$ cat src/hw/rtl/utf8sd_pkg.sv
// shared types and constants for the utf-8 stream decoder
package utf8sd_pkg;

   // result queue depth and derived widths
   localparam int unsigned QUEUE_DEPTH = 4;
   localparam int unsigned PTR_W       = $clog2(QUEUE_DEPTH);
   localparam int unsigned CNT_W       = PTR_W + 1;

   // substitution character for a malformed sequence
   localparam logic [31:0] CARET_CODE = 32'h0000_005E;

   // continuation byte pattern (10xxxxxx)
   localparam logic [1:0] CONT_TAG = 2'b10;

   // one result item
   typedef struct packed {
      logic [31:0] code_point;
      logic        bad_sequence;
      logic        last_of_run;
   } result_type;

   // results produced by one input item
   typedef struct packed {
      logic [1:0] num;
      result_type first;
      result_type second;
   } decode_type;

   // count of leading one bits of a lead byte whose top bit is set (1..8)
   function automatic logic [3:0] lead_ones(input logic [7:0] b);
      logic [3:0] k;
      k = 4'd8;
      for (int i = 0; i < 7; i++) begin
         if (!b[6-i] && k == 4'd8) begin
            k = 4'(i + 1);
         end
      end
      return k;
   endfunction

endpackage

$ cat src/hw/rtl/utf8sd_decode.sv
// per-byte decode logic with the sequence state registers
module utf8sd_decode (
   input  logic                   clock,
   input  logic                   reset,
   input  logic                   fire,
   input  logic [7:0]             byte_in,
   output utf8sd_pkg::decode_type dec
);

   logic [2:0]  pending_ff;
   logic [2:0]  pending_in;
   logic [31:0] partial_ff;
   logic [31:0] partial_in;

   logic        is_cont;
   logic        bad;
   logic [3:0]  k;
   logic [7:0]  lead_val;
   logic        lead_emit;
   logic [31:0] lead_cp;
   logic [31:0] shifted;

   // lead byte path
   always_comb begin
      k        = utf8sd_pkg::lead_ones(byte_in);
      lead_val = byte_in & (8'hFF >> k);
      if (!byte_in[7]) begin
         lead_emit = 1'b1;
         lead_cp   = {24'd0, byte_in};
      end else begin
         lead_emit = (k == 4'd1);
         lead_cp   = {24'd0, lead_val};
      end
   end

   // continuation path and result selection
   always_comb begin
      is_cont    = (byte_in[7:6] == utf8sd_pkg::CONT_TAG);
      shifted    = {partial_ff[25:0], byte_in[5:0]};
      bad        = 1'b0;
      pending_in = pending_ff;
      partial_in = partial_ff;
      dec        = '0;
      if (pending_ff != 3'd0 && is_cont) begin
         partial_in = shifted;
         pending_in = pending_ff - 3'd1;
         if (pending_ff == 3'd1) begin
            dec.num          = 2'd1;
            dec.first        = '{code_point: shifted, bad_sequence: 1'b0, last_of_run: 1'b1};
         end
      end else begin
         bad = (pending_ff != 3'd0);
         if (!byte_in[7]) begin
            pending_in = 3'd0;
         end else begin
            partial_in = {24'd0, lead_val};
            pending_in = 3'(k - 4'd1);
         end
         if (bad) begin
            dec.first = '{code_point: utf8sd_pkg::CARET_CODE, bad_sequence: 1'b1,
                          last_of_run: !lead_emit};
            dec.second = '{code_point: lead_cp, bad_sequence: 1'b0, last_of_run: 1'b1};
            dec.num    = lead_emit ? 2'd2 : 2'd1;
         end else begin
            dec.first = '{code_point: lead_cp, bad_sequence: 1'b0, last_of_run: 1'b1};
            dec.num   = lead_emit ? 2'd1 : 2'd0;
         end
      end
   end

   // sequence state
   always_ff @(posedge clock) begin
      if (reset) begin
         pending_ff <= 3'd0;
         partial_ff <= 32'd0;
      end else if (fire) begin
         pending_ff <= pending_in;
         partial_ff <= partial_in;
      end
   end

endmodule

$ cat src/hw/rtl/utf8sd_queue.sv
// small result queue taking up to two items per cycle
module utf8sd_queue (
   input  logic                         clock,
   input  logic                         reset,
   input  utf8sd_pkg::decode_type       dec,
   input  logic                         push,
   output logic                         room,
   output logic                         out_valid,
   input  logic                         out_stall,
   output utf8sd_pkg::result_type       out_item
);

   utf8sd_pkg::result_type entry_ff [utf8sd_pkg::QUEUE_DEPTH];

   logic [utf8sd_pkg::PTR_W-1:0] wr_ff;
   logic [utf8sd_pkg::PTR_W-1:0] wr_in;
   logic [utf8sd_pkg::PTR_W-1:0] wr_next;
   logic [utf8sd_pkg::PTR_W-1:0] rd_ff;
   logic [utf8sd_pkg::PTR_W-1:0] rd_in;
   logic [utf8sd_pkg::CNT_W-1:0] cnt_ff;
   logic [utf8sd_pkg::CNT_W-1:0] cnt_in;
   logic [utf8sd_pkg::CNT_W-1:0] add;
   logic                         pop;

   // occupancy and pointers
   always_comb begin
      out_valid = (cnt_ff != '0);
      out_item  = entry_ff[rd_ff];
      pop       = out_valid && !out_stall;
      room      = (cnt_ff <= utf8sd_pkg::CNT_W'(utf8sd_pkg::QUEUE_DEPTH - 2));
      add       = push ? utf8sd_pkg::CNT_W'(dec.num) : '0;
      wr_next   = wr_ff + utf8sd_pkg::PTR_W'(1);
      wr_in     = wr_ff + add[utf8sd_pkg::PTR_W-1:0];
      rd_in     = pop ? rd_ff + utf8sd_pkg::PTR_W'(1) : rd_ff;
      cnt_in    = cnt_ff + add - (pop ? utf8sd_pkg::CNT_W'(1) : '0);
   end

   // control registers
   always_ff @(posedge clock) begin
      if (reset) begin
         wr_ff  <= '0;
         rd_ff  <= '0;
         cnt_ff <= '0;
      end else begin
         wr_ff  <= wr_in;
         rd_ff  <= rd_in;
         cnt_ff <= cnt_in;
      end
   end

   // entry storage
   always_ff @(posedge clock) begin
      if (push && dec.num != 2'd0) begin
         entry_ff[wr_ff] <= dec.first;
      end
      if (push && dec.num == 2'd2) begin
         entry_ff[wr_next] <= dec.second;
      end
   end

endmodule

$ cat src/hw/rtl/utf8_stream_decoder.sv
// utf-8 stream decoder top level: input register, decode, result queue
// data path: input register, combinational decode, then the result queue
// throughput: one byte per cycle while the queue has room; two results from
//    one byte leave one after the other, and the four-entry queue absorbs them
// reset: synchronous; clears the sequence state (awaiting a lead byte) and
//    empties the input register and the result queue
module utf8_stream_decoder (
   input  logic        clock,
   input  logic        reset,
   input  logic        req_valid,
   output logic        req_stall,
   input  logic [7:0]  req_byte_in,
   output logic        rsp_valid,
   input  logic        rsp_stall,
   output logic [31:0] rsp_code_point,
   output logic        rsp_bad_sequence,
   output logic        rsp_last_of_run
);

   logic                   in_vld_ff;
   logic                   in_vld_in;
   logic [7:0]             in_byte_ff;
   logic                   room;
   logic                   fire;
   utf8sd_pkg::decode_type dec;
   utf8sd_pkg::result_type head;

   // input register handshake
   always_comb begin
      fire      = in_vld_ff && room;
      req_stall = in_vld_ff && !room;
      in_vld_in = req_stall ? in_vld_ff : req_valid;
   end

   always_ff @(posedge clock) begin
      if (reset) begin
         in_vld_ff <= 1'b0;
      end else begin
         in_vld_ff <= in_vld_in;
      end
   end

   always_ff @(posedge clock) begin
      if (req_valid && !req_stall) begin
         in_byte_ff <= req_byte_in;
      end
   end

   // byte decode
   utf8sd_decode u_decode (
      .clock   (clock),
      .reset   (reset),
      .fire    (fire),
      .byte_in (in_byte_ff),
      .dec     (dec)
   );

   // result queue
   utf8sd_queue u_queue (
      .clock     (clock),
      .reset     (reset),
      .dec       (dec),
      .push      (fire),
      .room      (room),
      .out_valid (rsp_valid),
      .out_stall (rsp_stall),
      .out_item  (head)
   );

   assign rsp_code_point   = head.code_point;
   assign rsp_bad_sequence = head.bad_sequence;
   assign rsp_last_of_run  = head.last_of_run;

endmodule

$ cat config.mk
export PLATFORM = sky130hd
export DESIGN_NAME = utf8_stream_decoder
export DESIGN_NICKNAME = d
export VERILOG_FILES = /design/src/hw/rtl/utf8sd_pkg.sv /design/src/hw/rtl/utf8sd_decode.sv /design/src/hw/rtl/utf8sd_queue.sv /design/src/hw/rtl/utf8_stream_decoder.sv
export SDC_FILE = /design/constraint.sdc
export NUM_CORES = 1
export LEC_CHECK = 0
export ABC_AREA = 0
export BUFFER_PORTS_ARGS = -buffer_cell sky130_fd_sc_hd__clkbuf_2
export CAP_MARGIN = 5
export CORE_UTILIZATION = 50
export CTS_CLUSTER_SIZE = 12
export DETAILED_ROUTE_END_ITERATION = 8
export PLACE_DENSITY = 0.76
export SYNTH_ARGS = -nofsm -noshare
export SYNTH_HDL_FRONTEND = slang
export SYNTH_SLANG_ARGS = --single-unit
$ cat constraint.sdc
create_clock -name clock -period 5.7 [get_ports clock]
set_clock_uncertainty 0.05 [all_clocks]
set_input_delay 0.855 -clock clock [delete_from_list [all_inputs] [get_ports clock]]
set_output_delay 0.855 -clock clock [all_outputs]
set_load 0.01 [all_outputs]
==> Word level (Yosys, flattened, before mapping) <==
Memories as Yosys holds them, arrays and structs flattened. A register that Yosys moved wholly into a read port is not among the register bits.
Index checks and enable logic that the tools add are counted.
{ "word_totals": {"input_bits": 12, "latch_bits": 0, "register_bits": 45, "elab_cells": 84, "mem_bits_rw": 136, "out_inout_bits": 36, "mem_count": 1, "mem_bits_ro": 0} }
{ "op_classes": {"eq_ne": 10, "n_lt_le_gt_ge": 1, "add_sub_neg": 7, "div_mod_pow": 0, "n_mux": 28, "multipliers": 0, "shift": 1, "n_reduce_logical": 28, "bitwise_logic": 1} }
{ "memory_table": {"columns": ["name", "words", "width", "read_ports", "rd_clocked_by_memory_dff", "wr", "line_no", "rtl"], "rows": [
  ["u_queue.entry_ff", 4, 34, 1, 1, 2, "utf8sd_queue.sv:13", "utf8sd_pkg::result_type entry_ff [utf8sd_pkg::QUEUE_DEPTH];"]
]} }
{ "op_table": {"columns": ["cell", "count"], "rows": [
  ["2-to-1 mux 36 bit", 2],
  ["2-to-1 mux 26 bit", 2],
  ["2-to-1 mux 35 bit", 1],
  ["2-to-1 mux 34 bit", 1],
  ["2-to-1 mux 4 bit", 7],
  ["equality test 4 bit, second input constant", 6],
  ["logical AND 1 bit", 13],
  ["zero test 1 bit", 10],
  ["2-to-1 mux 10 bit", 1],
  ["bitwise AND 8 bit", 1],
  ["2-to-1 mux 2 bit", 4],
  ["2-to-1 mux 8 bit", 1],
  [">> shifter 8 x 4 -> 8 bit, first input constant", 1],
  ["2-to-1 mux 1 bit", 7],
  ["2-to-1 mux 3 bit", 2],
  ["nonzero test 3 bit", 2],
  ["subtractor 3 x 1 -> 3 bit, second input constant", 2],
  ["adder 2 x 1 -> 2 bit, second input constant", 2],
  ["equality test 2 bit, second input constant", 2],
  ["equality test 4 x 1 -> 1 bit, second input constant", 1],
  ["nonzero test 2 bit", 2],
  ["adder 3 bit", 1],
  ["equality test 3 x 1 -> 1 bit, second input constant", 1],
  ["<= comparator 3 x 2 -> 1 bit, second input constant", 1],
  ["3 further kinds", 3]
]} }

==> Longest topological paths before layout <==
Gate-level depths: netlist (run 1).
{ "depth": {"depth_word": 28, "mapped_depth": 16, "depth_no_buf": 16} }

==> Modules after synthesis <==
A second synthesis (run 1) with hierarchy kept.
{ "hier_totals": {"cells_unflattened": 662, "hier_area_um2": 9447.8} }
{ "modules_own_cells": {"columns": ["module", "seq_area_each_um2", "n_inst", "area_each_um2", "cells_per_inst"], "rows": [
  ["utf8sd_queue", 4264.1, 1, 7189.4, 391],
  ["utf8sd_decode", 580.6, 1, 1961.9, 258],
  ["utf8_stream_decoder", 260.2, 1, 296.5, 13]
]} }

==> Worst setup path after synthesis (run 1) <==
OpenSTA, ideal clock, no wires.
{ "synth_timing": {"kind": "register to register", "start": "register in_byte_ff[5]", "end": "memory u_queue.entry_ff[0][0] (netlist name) (enable)", "t_arrival_ps": 2931, "setup_time_ps": 378, "stages_incl_launch_ff": 14, "required_time_ps": 5272, "path_slack_ps": 2341, "n_path_buf": 2, "synth_period_minus_slack_ps": 3359, "cell_sequence": "edfxtp_1 -> clkbuf_1 -> nor2b_1 -> a31oi_1 -> nand2_1 -> ha_1 -> nand2_1 -> nand2_1 -> ha_1 -> nand2b_1 -> a21o_4 -> buf_4 -> or3_1 -> a21oi_1"} }
{ "synth_lines": {"columns": ["item", "line_no", "rtl"], "rows": [
  ["from (decl)", "utf8_stream_decoder.sv:22", "logic [7:0] in_byte_ff;"],
  ["from (signal assigned)", "utf8_stream_decoder.sv:45", "in_byte_ff <= req_byte_in;"],
  ["to (decl)", "utf8sd_queue.sv:13", null]
]} }

==> flow_metrics.py, run 1 <==
metrics = {
    "outcome": {
        "status": "completed",
    },
    "timing": {
        "worst_pin_slew_ns": 1.152,
        "layout_min_cycle_time_ns": 4.145,
        "rsz0062_at_grt": "no",
        "min_period_over_period_pct": 72.72,
        "maxSlewHeadroom_pct": 23.22,
        "fmax_mhz": 241.3,
        "finalSetupViolCount": 0,
        "slew_viol_final": 0,
        "hold_violations": 0,
        "worst_slack_ns": 1.555,
        "setup_tns_ns": 0,
    },
    "layout": {
        "fillCellCount": 1370,
        "syn_to_final_growth_pct": 10.57,
        "final_layout_size_suffix_gt1_share_pct": 17.51,
        "layout.nets": 807,
        "diodes": 0,
    },
    "routing": {
        "via_per_inst": 6.275,
        "vias": 6338,
        "drt_iter0_drc": 594,
        "wl_um": 19990,
        "wire_per_inst_um": 19.79,
        "route.detailed.drc": 0,
        "ant_nets": 0,
        "firstDrtPassIters": 5,
    },
    "setup_path": {
        "crit_slowest_cell": "a21oi_1",
        "critPathBufInv": 1,
        "worstSetupEndpointType": "register",
        "path_delay_family": "compound AO/OA/AOI/OAI gates",
        "r2r_cells": 12,
        "ff2ff_setup_slack_ns": 1.56,
        "crit_path_start_kind": "register",
        "critical_path_required_ns": 5.71,
        "crit_cells": 12,
        "cp_max_fo": 80,
        "timing.critical_path.mode_cell": "nand2_1",
        "crit_type": "reg -> reg",
        "cp.arrival_ns": 4.15,
        "crit_chain": "inv_1 -> o21ai_0 -> a31oi_1 -> nand2_1 -> ha_1 -> nand2_1 -> nand2_1 -> ha_1 -> nand2b_1 -> a21o_4 -> or3_1 -> a21oi_1",
        "cp_slowest_stage_delay_ns": 0.88,
    },
    "yosys": {
        "synth_most_common_cell": "dfxtp_1",
        "synthesis.nets": 796,
        "synthTopCellsByArea": "dfxtp_1, edfxtp_1, mux4_2",
        "netlist_area_mm2": 0.008348,
        "async_reset_ff_share_pct": 0,
        "ys_top_cells_by_count": "dfxtp_1, o21ai_0, mux2i_1, nand2_1, edfxtp_1",
        "ys_ff_latch": 183,
        "synth_top_cell_area_share_pct": 33.33,
        "synth.largest_area_cell": "dfxtp_1",
        "synth.distinct_cells": 54,
        "synth.avg_cell_area_um2": 10.84,
        "synth_flop_cell": "dfxtp_1",
        "yosysWarnings": 0,
        "synth-edff-count": 44,
        "yosysSeqAreaShare_pct": 49.16,
        "syn_inst": 770,
    },
    "floorplanning": {
        "die_y_um": 131.2,
        "io_pins": 48,
        "dieArea_mm2": 0.01722,
        "design.core.area_mm2": 0.01612,
        "start_util_pct": 51.80,
        "core.rowCount": 46,
        "chipWidth_um": 131.2,
    },
    "clock_network": {
        "clkSlewWorstSetupHoldPaths_ns": 0.07,
        "cts-buffers-inserted": 17,
        "tritoncts": "yes",
        "numClockSinks": 183,
        "clk_path_buf_depth": 2,
        "post_cts_buffers": 0,
        "cts-root-buf": "clkbuf_16",
        "clk-insertion-delay-late_ns": 0.44,
        "cts_resized": 0,
        "ctsHoldBuffers": 0,
        "htree_levels": 4,
    },
    "power_and_ir_drop": {
        "leakage_uw": 0.003619,
        "irDropWorstVdd_mv": 0.2436,
        "cellPowerDensity_mw_per_mm2": 357.5,
    },
    "global_route": {
        "gr-total-overflow": 0,
        "grt_max_degree": 81,
        "grt_pass1_wl_um": 32400,
        "grt_pass1_vias": 6145,
        "grt_usage_pct": 23.76,
        "antenna_found_initial": 0,
    },
    "hold_path": {
        "hold_depth": 2,
        "hold_class": "reg -> reg",
    },
    "placement": {
        "dp_hpwl_um": 12490,
        "place_ws_ns": 1.619,
        "place.port_buffers": 47,
        "gp_congestion": 0.9131,
    },
    "job": {
        "maxCapViolations": 0,
    },
}
[logic make-up (layout without fill, tap and decap cells)]
kind of cell             after synthesis  in the layout  share of synthesized area (%)
AND/OR/NAND/NOR                      159            159                          8.918
buffers and inverters                 85            109                          5.066
multiplexers                         109            109                          18.17
flip-flops                           183            183                          49.16
adder cells (fa/ha/maj)               14             14                          2.188
XOR/XNOR                               6              6                         0.6295
AO/OA/AOI/OAI                        214            214                          15.87
[worst paths after layout]
| kind | start | to |
|---|---|---|
| worst max-delay path | in_byte_ff[1] | u_queue.entry_ff[0][4] |
| worst min-delay path | u_decode.partial_ff[23] | u_decode.partial_ff[23] |
| worst max register to register | in_byte_ff[1] | u_queue.entry_ff[0][4] |
| worst min register to register | u_decode.partial_ff[23] | u_decode.partial_ff[23] |
[report_power, final]
group | total (uW) | internal (uW) | leakage (uW) | switching, uW
registers | 1440 | 1390 | 0.00152 | 46.9
logic | 668 | 251 | 0.00181 | 417
clock network | 1200 | 653 | 0.000293 | 543
[through the flow]
| stage | power, uW | hold slack [ns] | instances | cell area, um2 | utilization [%] |
|---|---|---|---|---|---|
| 6_report | 3300 | 0.4254 | 1010 | 9230 | 57.27 |
| 5_1_grt | 3424 | 0.4449 | 1010 | 9230 | 57.27 |
| 4_1_cts | 3309 | 0.4280 | 1010 | 9230 | 57.27 |
| 3_5_place_dp | 2132 | 0.4143 | 978 | 8631 | 53.56 |
| 3_3_place_gp | 2122 | 0.4081 | 978 | 8631 | 53.56 |
| 2_1_floorplan | 1962 | 0.3773 | 770 | 8348 | - |
[cell type report]
type / count / area [um2] / share of cell area (%)
Inverter: 18 / 67.56 / 0.7320
Timing Repair Buffer: 59 / 325.3 / 3.524
Multi-Input combinational cell: 502 / 3861 / 41.83
Tap cell: 216 / 270.3 / 2.928
Sequential cell: 183 / 4106 / 44.49
Clock buffer: 19 / 464.2 / 5.029
Clock inverter: 13 / 135.1 / 1.464
[sequential cells by signal, summed over array words and instances, names as in the netlist, named ones only]
signal	flops
u_queue.wr_ff	2
in_byte_ff	8
u_queue.rd_ff	2
u_decode.partial_ff	26
u_decode.pending_ff	3
in_vld_ff	1
u_queue.cnt_ff	3
u_queue.entry_ff	136
[placed cells by master (no fill, tap or decap), drive strengths merged, types with 4 or more instances in the layout]
master  instances
edfxtp         44
a21oi          37
o21bai          4
nand4           4
a22o           24
clkbuf         66
mux2i          75
ha             13
o21ai          86
nor2           22
nand2b          4
o211ai          4
xnor2           6
o22ai          37
a211oi          4
nand3          32
dfxtp         139
mux4           34
nor3            7
inv            25
buf            12
nand2          68
nor2b           6
[tightest hold or removal path: stages (launching register included)]
cell	delay [ns]
dfxtp_1	0.32
nand2_1	0.06
a21oi_1	0.05
[metal layers]
| metal | wire length (um) | vias up | track usage [%] |
|---|---|---|---|
| li1 | - | 2893 | - |
| met1 | 8822 | 3173 | 31.61 |
| met4 | 470 | 0 | 9.804 |
| met2 | 9396 | 232 | 38.30 |
| met3 | 1295 | 40 | 4.090 |
| met5 | 0 | - | 0 |
Note: power is estimated with default switching activity, not from simulation.
==> inputs of run 2 (changes only) <==
--- a/config.mk
+++ b/config.mk
@@ -5,7 +5,7 @@
 export SDC_FILE = /design/constraint.sdc
 export NUM_CORES = 1
 export LEC_CHECK = 0
-export ABC_AREA = 0
+export ABC_AREA = 1
 export BUFFER_PORTS_ARGS = -buffer_cell sky130_fd_sc_hd__clkbuf_2
 export CAP_MARGIN = 5
 export CORE_UTILIZATION = 50
==> constraint.sdc (replaced) <==
create_clock -name clock -period 4.15 [get_ports clock]
set_clock_uncertainty 0.05 [all_clocks]
set_input_delay 0.6225 -clock clock [delete_from_list [all_inputs] [get_ports clock]]
set_output_delay 0.6225 -clock clock [all_outputs]
set_load 0.01 [all_outputs]
==> run 2 against run 1 <==
Compared with the run above:
- clock power grew 42%
- utilization grew 0.10 points
- first-iteration DRC count grew 16%
- critical path depth grew 6
- sequential share of layout area grew 0.051 points
- cell area shrank 0.18%
- non-clock buffer count grew 4
- die area shrank 0.67%
- critical path type unchanged
==> flow_metrics.py, run 2 <==
metrics = {
    "timing": {
        "min_period_over_period_pct": 85.82,
        "worst_pin_slew_ns": 0.9040,
        "rsz0062_at_grt": "no",
        "setup_tns_ns": 0,
        "fmax_mhz": 280.8,
        "layout_min_cycle_time_ns": 3.561,
        "finalSetupViolCount": 0,
        "hold_violations": 0,
        "slew_viol_final": 0,
        "maxSlewHeadroom_pct": 39.65,
    },
    "setup_path": {
        "crit_type": "reg -> reg",
        "r2r-start": "in_byte_ff[5]",
        "crit_chain": "nand3_1 -> nor2_2 -> nand2_1 -> nor2_2 -> inv_1 -> nor2_1 -> nor2_1 -> inv_1 -> ha_1 -> nand2_1 -> nand2_1 -> ha_1 -> nand2_2 -> nor2_2 -> nand2_2 -> inv_2 -> nand2_1 -> nand2_1",
        "crit_path_start_kind": "register",
        "reg2reg_to": "u_queue.entry_ff[1][5]",
        "cp.arrival_ns": 3.59,
        "cp_max_fo": 10,
        "ff2ff_setup_slack_ns": 0.59,
        "crit_slowest_cell": "nand2_1",
        "timing.critical_path.mode_cell": "nand2_1",
        "critical_path_required_ns": 4.17,
        "worstSetupEndpointType": "register",
        "cp-startpoint": "in_byte_ff[5]",
        "r2r_cells": 18,
        "cp_slowest_stage_delay_ns": 0.49,
    },
    "routing": {
        "firstDrtPassIters": 5,
        "wire_per_inst_um": 16.40,
        "wl_um": 20560,
        "ant_nets": 0,
        "dr.max_layer_used": "met4",
        "route.detailed.drc": 0,
        "dr_wl_met2_um": 9572,
        "wl_met1_um": 9340,
        "via_per_inst": 5.652,
        "drt_iter0_drc": 687,
        "vias": 7087,
        "routed-wl-met3_um": 1317,
    },
    "yosys": {
        "async_reset_ff_share_pct": 0,
        "syn_inst": 1013,
        "synth.largest_area_cell": "dfxtp_1",
        "synth.distinct_cells": 35,
        "netlist_area_mm2": 0.008292,
        "synth_flop_cell": "dfxtp_1",
        "synth.avg_cell_area_um2": 8.185,
        "synthTopCellsByArea": "dfxtp_1, edfxtp_1, a21oi_1",
        "synth_top_cell_area_share_pct": 33.56,
        "ys_ff_latch": 183,
        "synth-edff-count": 44,
        "yosysWarnings": 0,
        "ys_top_cells_by_count": "dfxtp_1, a21oi_1, o21ai_0, nand2_1, inv_1",
        "synth_most_common_cell": "dfxtp_1",
        "yosysSeqAreaShare_pct": 49.49,
        "synthesis.nets": 1039,
    },
    "power_and_ir_drop": {
        "cellPowerDensity_mw_per_mm2": 562.1,
        "power_uw": 5179,
        "leakage_uw": 0.003668,
        "irDropWorstVdd_mv": 0.3599,
    },
    "placement": {
        "gp_congestion": 0.9549,
        "place_inst": 1222,
        "place.port_buffers": 47,
        "dp_hpwl_um": 13130,
    },
    "clock_network": {
        "ctsHoldBuffers": 0,
        "post_cts_buffers": 0,
        "htree_levels": 4,
        "clk_path_buf_depth": 2,
        "cts-buffers-inserted": 17,
        "cts-root-buf": "clkbuf_16",
        "tritoncts": "yes",
        "clkSlewWorstSetupHoldPaths_ns": 0.07,
        "clk-insertion-delay-late_ns": 0.43,
        "cts_resized": 0,
        "numClockSinks": 183,
    },
    "floorplanning": {
        "chipWidth_um": 130.8,
        "die_y_um": 130.8,
        "dieArea_mm2": 0.01710,
        "start_util_pct": 51.64,
        "core.rowCount": 46,
        "design.core.area_mm2": 0.01606,
        "io_pins": 48,
    },
    "layout": {
        "final_common_cell": "dfxtp_1",
        "fillCellCount": 1421,
        "largest_register_ffs": 136,
        "largestRegisters": "u_queue.entry_ff x136, u_decode.partial_ff x26, in_byte_ff x8",
        "diodes": 0,
        "syn_to_final_growth_pct": 11.12,
        "layout.nets": 1051,
        "largest_register": "u_queue.entry_ff",
        "final_cell_mix": "dfxtp_1, a21oi_1, o21ai_0",
        "final_layout_size_suffix_gt1_share_pct": 13.39,
        "stdcell_count": 1254,
    },
    "hold_path": {
        "hold_start": "req_byte_in[4]",
        "hold_depth": 1,
        "holdPathEnd": "in_byte_ff[4]",
        "hold_class": "in -> reg",
    },
    "global_route": {
        "grt_usage_pct": 25.17,
        "grt_pass1_wl_um": 32990,
        "antenna_found_initial": 0,
        "grt_max_degree": 60,
        "gr-total-overflow": 0,
        "grt_pass1_vias": 6566,
    },
    "job": {
        "maxCapViolations": 0,
    },
    "outcome": {
        "status": "completed",
    },
}
==> run 2: cell count changes after synthesis, sizes merged, moves of 5 or more <==
cell,previous run,this run
a22o,24,0
nor2b,6,0
nor3,7,0
a211oi,4,20
mux2i,75,0
mux4,34,0
o21ai,86,171
xnor2,6,1
nand3,32,87
inv,18,106
nand2,68,111
a21oi,37,126
nor2,22,76
==> run 2: report_power, final <==
group | total [uW] | switching [uW] | internal, uW
Combinational | 1320 | 883 | 437
Sequential | 2160 | 114 | 2040
Clock | 1700 | 687 | 1010
Total | 5180 | 1680 | 3500
==> run 2: metal layers <==
metal  up-vias  track usage (%)
met4         0            8.790
met2       255            40.43
met1      3303            34.74
met3        29            3.624
met5         -                0
li1       3500                -
==> run 2: per-stage QoR <==
stage | hold slack, ns | utilization, % | instance area, um2 | setup WS [ns]
floorplan | 0.3739 | - | 8292 | 1.135
global placement | 0.3828 | 53.46 | 8584 | 0.8654
detailed placement | 0.3884 | 53.46 | 8584 | 0.6831
CTS | 0.3037 | 57.38 | 9214 | 0.6474
global route | 0.3081 | 57.38 | 9214 | 0.3459
finish | 0.3148 | 57.38 | 9214 | 0.5886
==> run 2: cell type report <==
cell class | instances | area, um2 | area share, %
sequential | 183 | 4104 | 44.54
clock buffer | 24 | 524.3 | 5.690
multi-input combinational | 652 | 3437 | 37.30
timing repair buffer | 63 | 367.9 | 3.992
tap | 216 | 270.3 | 2.933
clock inverter | 8 | 105.1 | 1.141
inverter | 108 | 405.4 | 4.400
==> run 2: worst max-delay path, delay by kind of cell (launching register included) <==
kind,cells,cell delay (ns)
DFF,1,0.48
and+or+nand+nor,13,2.12
adders and majority gates,2,0.30
buffers and inverters,3,0.25
==> run 2: cell families (layout without fill, tap and decap cells) <==
kind of cell	count (synthesis)	in the layout	share of synthesized area, %
compound gates	359	359	23.56
xor+xnor	3	3	0.3169
fa+ha+maj	14	14	2.203
buf+inv	178	203	9.160
flops	183	183	49.49
simple gates	276	276	15.27
==> run 2: worst max path at each step <==
| stage | end | slack, ns | cells past startpoint |
|---|---|---|---|
| 2_1_floorplan | u_queue.cnt_ff[2] | 1.13 | 20 |
| 3_3_place_gp | u_queue.entry_ff[1][3] | 0.87 | 18 |
| 3_5_place_dp | u_queue.entry_ff[1][5] | 0.68 | 18 |
| 4_1_cts | u_queue.entry_ff[1][3] | 0.65 | 18 |
| 5_1_grt | u_queue.entry_ff[1][0] | 0.35 | 18 |
| 6_report | u_queue.entry_ff[1][5] | 0.59 | 18 |
==> inputs of run 3 (changes only) <==
--- a/config.mk
+++ b/config.mk
@@ -8,10 +8,12 @@
 export ABC_AREA = 1
 export BUFFER_PORTS_ARGS = -buffer_cell sky130_fd_sc_hd__clkbuf_2
 export CAP_MARGIN = 5
+export CORE_MARGIN = 10
 export CORE_UTILIZATION = 50
 export CTS_CLUSTER_SIZE = 12
 export DETAILED_ROUTE_END_ITERATION = 8
 export PLACE_DENSITY = 0.76
 export SYNTH_ARGS = -nofsm -noshare
 export SYNTH_HDL_FRONTEND = slang
+export SYNTH_HIERARCHICAL = 1
 export SYNTH_SLANG_ARGS = --single-unit
==> run 3 against run 2 <==
Compared with the run above:
- combinational power increased by 11%
- via count increased by 1.4%
- sequential share of layout area increased by 5.1 points
- largest cell class unchanged
- flip-flop and latch count unchanged
- synthesized area increased by 14%
- clock power about the same
- largest power group unchanged
- utilization decreased by 2.4 points
- fmax decreased by 3.8%
- global-route usage decreased by 7.6 points
==> flow_metrics.py, run 3 <==
metrics = {
    "routing": {
        "route.detailed.drc": 0,
        "wire_per_inst_um": 15.83,
        "via_per_inst": 5.363,
        "drt_iter0_drc": 650,
        "firstDrtPassIters": 6,
        "ant_nets": 0,
        "wl_um": 21210,
        "vias": 7187,
    },
    "layout": {
        "largest_register_ffs": 136,
        "largestRegisters": "u_queue/entry_ff x136, u_decode/partial_ff x26, in_byte_ff x8",
        "diodes": 0,
        "layout.nets": 1118,
        "final_cell_mix": "nand2_1, o21ai_0, edfxtp_1",
        "finalInstanceArea_mm2": 0.01028,
        "largest_register": "u_queue/entry_ff",
        "fillCellCount": 1625,
        "stdcell_count": 1340,
        "syn_to_final_growth_pct": 8.387,
        "final_layout_size_suffix_gt1_share_pct": 12.57,
        "final_common_cell": "nand2_1",
    },
    "floorplanning": {
        "start_util_pct": 50.72,
        "chipWidth_um": 157.8,
        "design.core.area_mm2": 0.01871,
        "io_pins": 48,
        "die_y_um": 157.8,
        "core.rowCount": 50,
        "dieArea_mm2": 0.02489,
    },
    "placement": {
        "placed_cell_area_mm2": 0.009656,
        "gp_congestion": 0.9181,
        "dp_hpwl_um": 13310,
        "place_inst": 1308,
        "place.port_buffers": 47,
    },
    "yosys": {
        "synth_flop_cell": "edfxtp_1",
        "yosys-mux-area-fraction_pct": 0,
        "synth_most_common_cell": "nand2_1",
        "netlist_area_mm2": 0.009488,
        "async_reset_ff_share_pct": 0,
        "yosysSeqAreaShare_pct": 53.80,
        "synth.distinct_cells": 36,
        "ys_ff_latch": 183,
        "synth-edff-count": 144,
        "syn_inst": 1076,
        "synth_fa_ha_area_share_pct": 1.793,
        "synth.largest_area_cell": "edfxtp_1",
        "ys_top_cells_by_count": "nand2_1, o21ai_0, edfxtp_1, nor2_1, inv_1",
        "synth.avg_cell_area_um2": 8.818,
        "yosysWarnings": 6,
        "synth_top_cell_area_share_pct": 45.58,
        "synthTopCellsByArea": "edfxtp_1, nand2_1, dfxtp_1",
        "synth_compound_area_share_pct": 17.46,
        "synthSimpleGateAreaFrac_pct": 17.00,
        "synth_xor_area_share_pct": 0,
        "synth_top_family_by_area": "compound AO/OA/AOI/OAI gates",
    },
    "clock_network": {
        "clk-insertion-delay-late_ns": 0.43,
        "cts-buffers-inserted": 17,
        "ctsHoldBuffers": 0,
        "clk_path_buf_depth": 2,
        "cts-root-buf": "clkbuf_16",
        "htree_levels": 4,
        "clkSlewWorstSetupHoldPaths_ns": 0.07,
        "cts_resized": 0,
        "tritoncts": "yes",
        "numClockSinks": 183,
        "post_cts_buffers": 0,
    },
    "setup_path": {
        "ff2ff_setup_slack_ns": 0.45,
        "cp.arrival_ns": 3.98,
        "worstSetupEndpointType": "register",
        "r2r_cells": 19,
        "cp_max_fo": 5,
        "crit_type": "reg -> reg",
        "r2r-start": "in_byte_ff[6]",
        "critical_path_required_ns": 4.43,
        "reg2reg_to": "u_queue/cnt_ff[2]",
        "crit_path_start_kind": "register",
    },
    "hold_path": {
        "hold_class": "in -> reg",
        "hold_start": "req_byte_in[7]",
        "hold_depth": 1,
        "holdPathEnd": "in_byte_ff[7]",
    },
    "power_and_ir_drop": {
        "intPower_uw": 3649,
        "swShare_pct": 32.32,
        "clkPwrFrac_pct": 31.5,
        "irDropWorstVdd_mv": 0.2839,
        "power_frac_seq_pct": 41.5,
        "switching_power_uw": 1742,
        "cellPowerDensity_mw_per_mm2": 524.2,
        "comb_power_share_pct": 27.1,
        "leakage_uw": 0.003869,
    },
    "timing": {
        "finalSetupViolCount": 0,
        "maxSlewHeadroom_pct": 22.72,
        "hold_violations": 0,
        "rsz0062_at_grt": "no",
        "fmax_mhz": 270.2,
        "min_period_over_period_pct": 89.17,
        "layout_min_cycle_time_ns": 3.701,
        "setup_tns_ns": 0,
        "worst_pin_slew_ns": 1.159,
        "slew_viol_final": 0,
    },
    "global_route": {
        "antenna_found_initial": 0,
        "grt_pass1_wl_um": 34510,
        "grt_max_degree": 69,
        "gr-total-overflow": 0,
        "grt_usage_pct": 17.54,
        "grt_pass1_vias": 6750,
    },
    "job": {
        "maxCapViolations": 0,
    },
    "outcome": {
        "status": "completed",
    },
}
run 3: cell types whose count changed after synthesis, sizes merged, moves of 4 or more:
cell / delta
a211oi: -20
a21oi: -85
buf: +18
dfxtp: -100
o21ai: +48
edfxtp: +100
nand3: -74
clkbuf: -4
nor2: +51
nand2: +128
run 3: per-stage QoR:
stage	hold slack [ns]	total power, uW	setup WS [ns]	utilization, %
after floorplan	0.3945	3292	0.6593	-
after detailed placement	0.4118	3743	0.4781	51.62
after global placement	0.4030	3716	0.5443	51.62
after global routing	0.3073	5683	0.1728	54.98
after CTS	0.3065	5427	0.4748	54.98
final	0.3216	5391	0.4495	54.98
run 3: worst max path at each step:
| stage | startpoint | end | slack [ns] | cells past startpoint |
|---|---|---|---|---|
| 2_1_floorplan | in_byte_ff[6] | u_queue/entry_ff[1][0] | 0.66 | 15 |
| 3_3_place_gp | in_byte_ff[6] | u_queue/cnt_ff[2] | 0.54 | 19 |
| 3_5_place_dp | in_byte_ff[6] | u_queue/cnt_ff[2] | 0.48 | 19 |
| 4_1_cts | in_byte_ff[6] | u_queue/cnt_ff[2] | 0.47 | 19 |
| 5_1_grt | in_byte_ff[6] | u_queue/cnt_ff[2] | 0.17 | 19 |
| 6_report | in_byte_ff[6] | u_queue/cnt_ff[2] | 0.45 | 19 |
run 3: area by class of cell:
cell class,instances,area (um2),area share (%)
sequential,183,5106,49.65
multi-input combinational,725,3533,34.36
clock buffer,18,429.2,4.173
inverter,108,405.4,3.942
timing repair buffer,58,317.8,3.090
tap,234,292.8,2.847
clock inverter,14,198.9,1.935
run 3: cell families after synthesis:
family | count (synthesis)
AND/OR/NAND/NOR | 385
AO/OA/AOI/OAI | 302
buffers and inverters | 192
flip-flops | 183
adder cells (fa/ha/maj) | 13
other | 1
run 3: worst max-delay path, stage by stage, from the launching register on:
cell and delay (ns):
edfxtp_1 0.50, inv_2 0.16, nor2_4 0.07, nand2_4 0.09, nor2_1 0.05, nor3_1 0.41
ha_1 0.23, nand2_1 0.05, nand2_1 0.06, ha_1 0.12, nand2_1 0.05, nand2_1 0.18
nand2_1 0.13, ha_1 0.29, inv_1 0.04, ha_1 0.19, fa_1 0.43, or2_2 0.32
a21oi_1 0.12, nor2_1 0.05
run 3: power groups by stage:
stage	combinational [uW]	sequential (uW)	clock [uW]
after floorplan	1040	2260	0
after global placement	1450	2270	0
after detailed placement	1470	2270	0
after CTS	1480	2230	1720
after global routing	1640	2250	1790
final	1460	2240	1700
run 3: layer usage:
metal  track usage [%]  wire [um]  vias up
li1                  -          -     3602
met3             3.745       1442       39
met4             6.545        497        0
met1             22.14       9096     3314
met2             28.95      10180      232
met5                 0          0        -
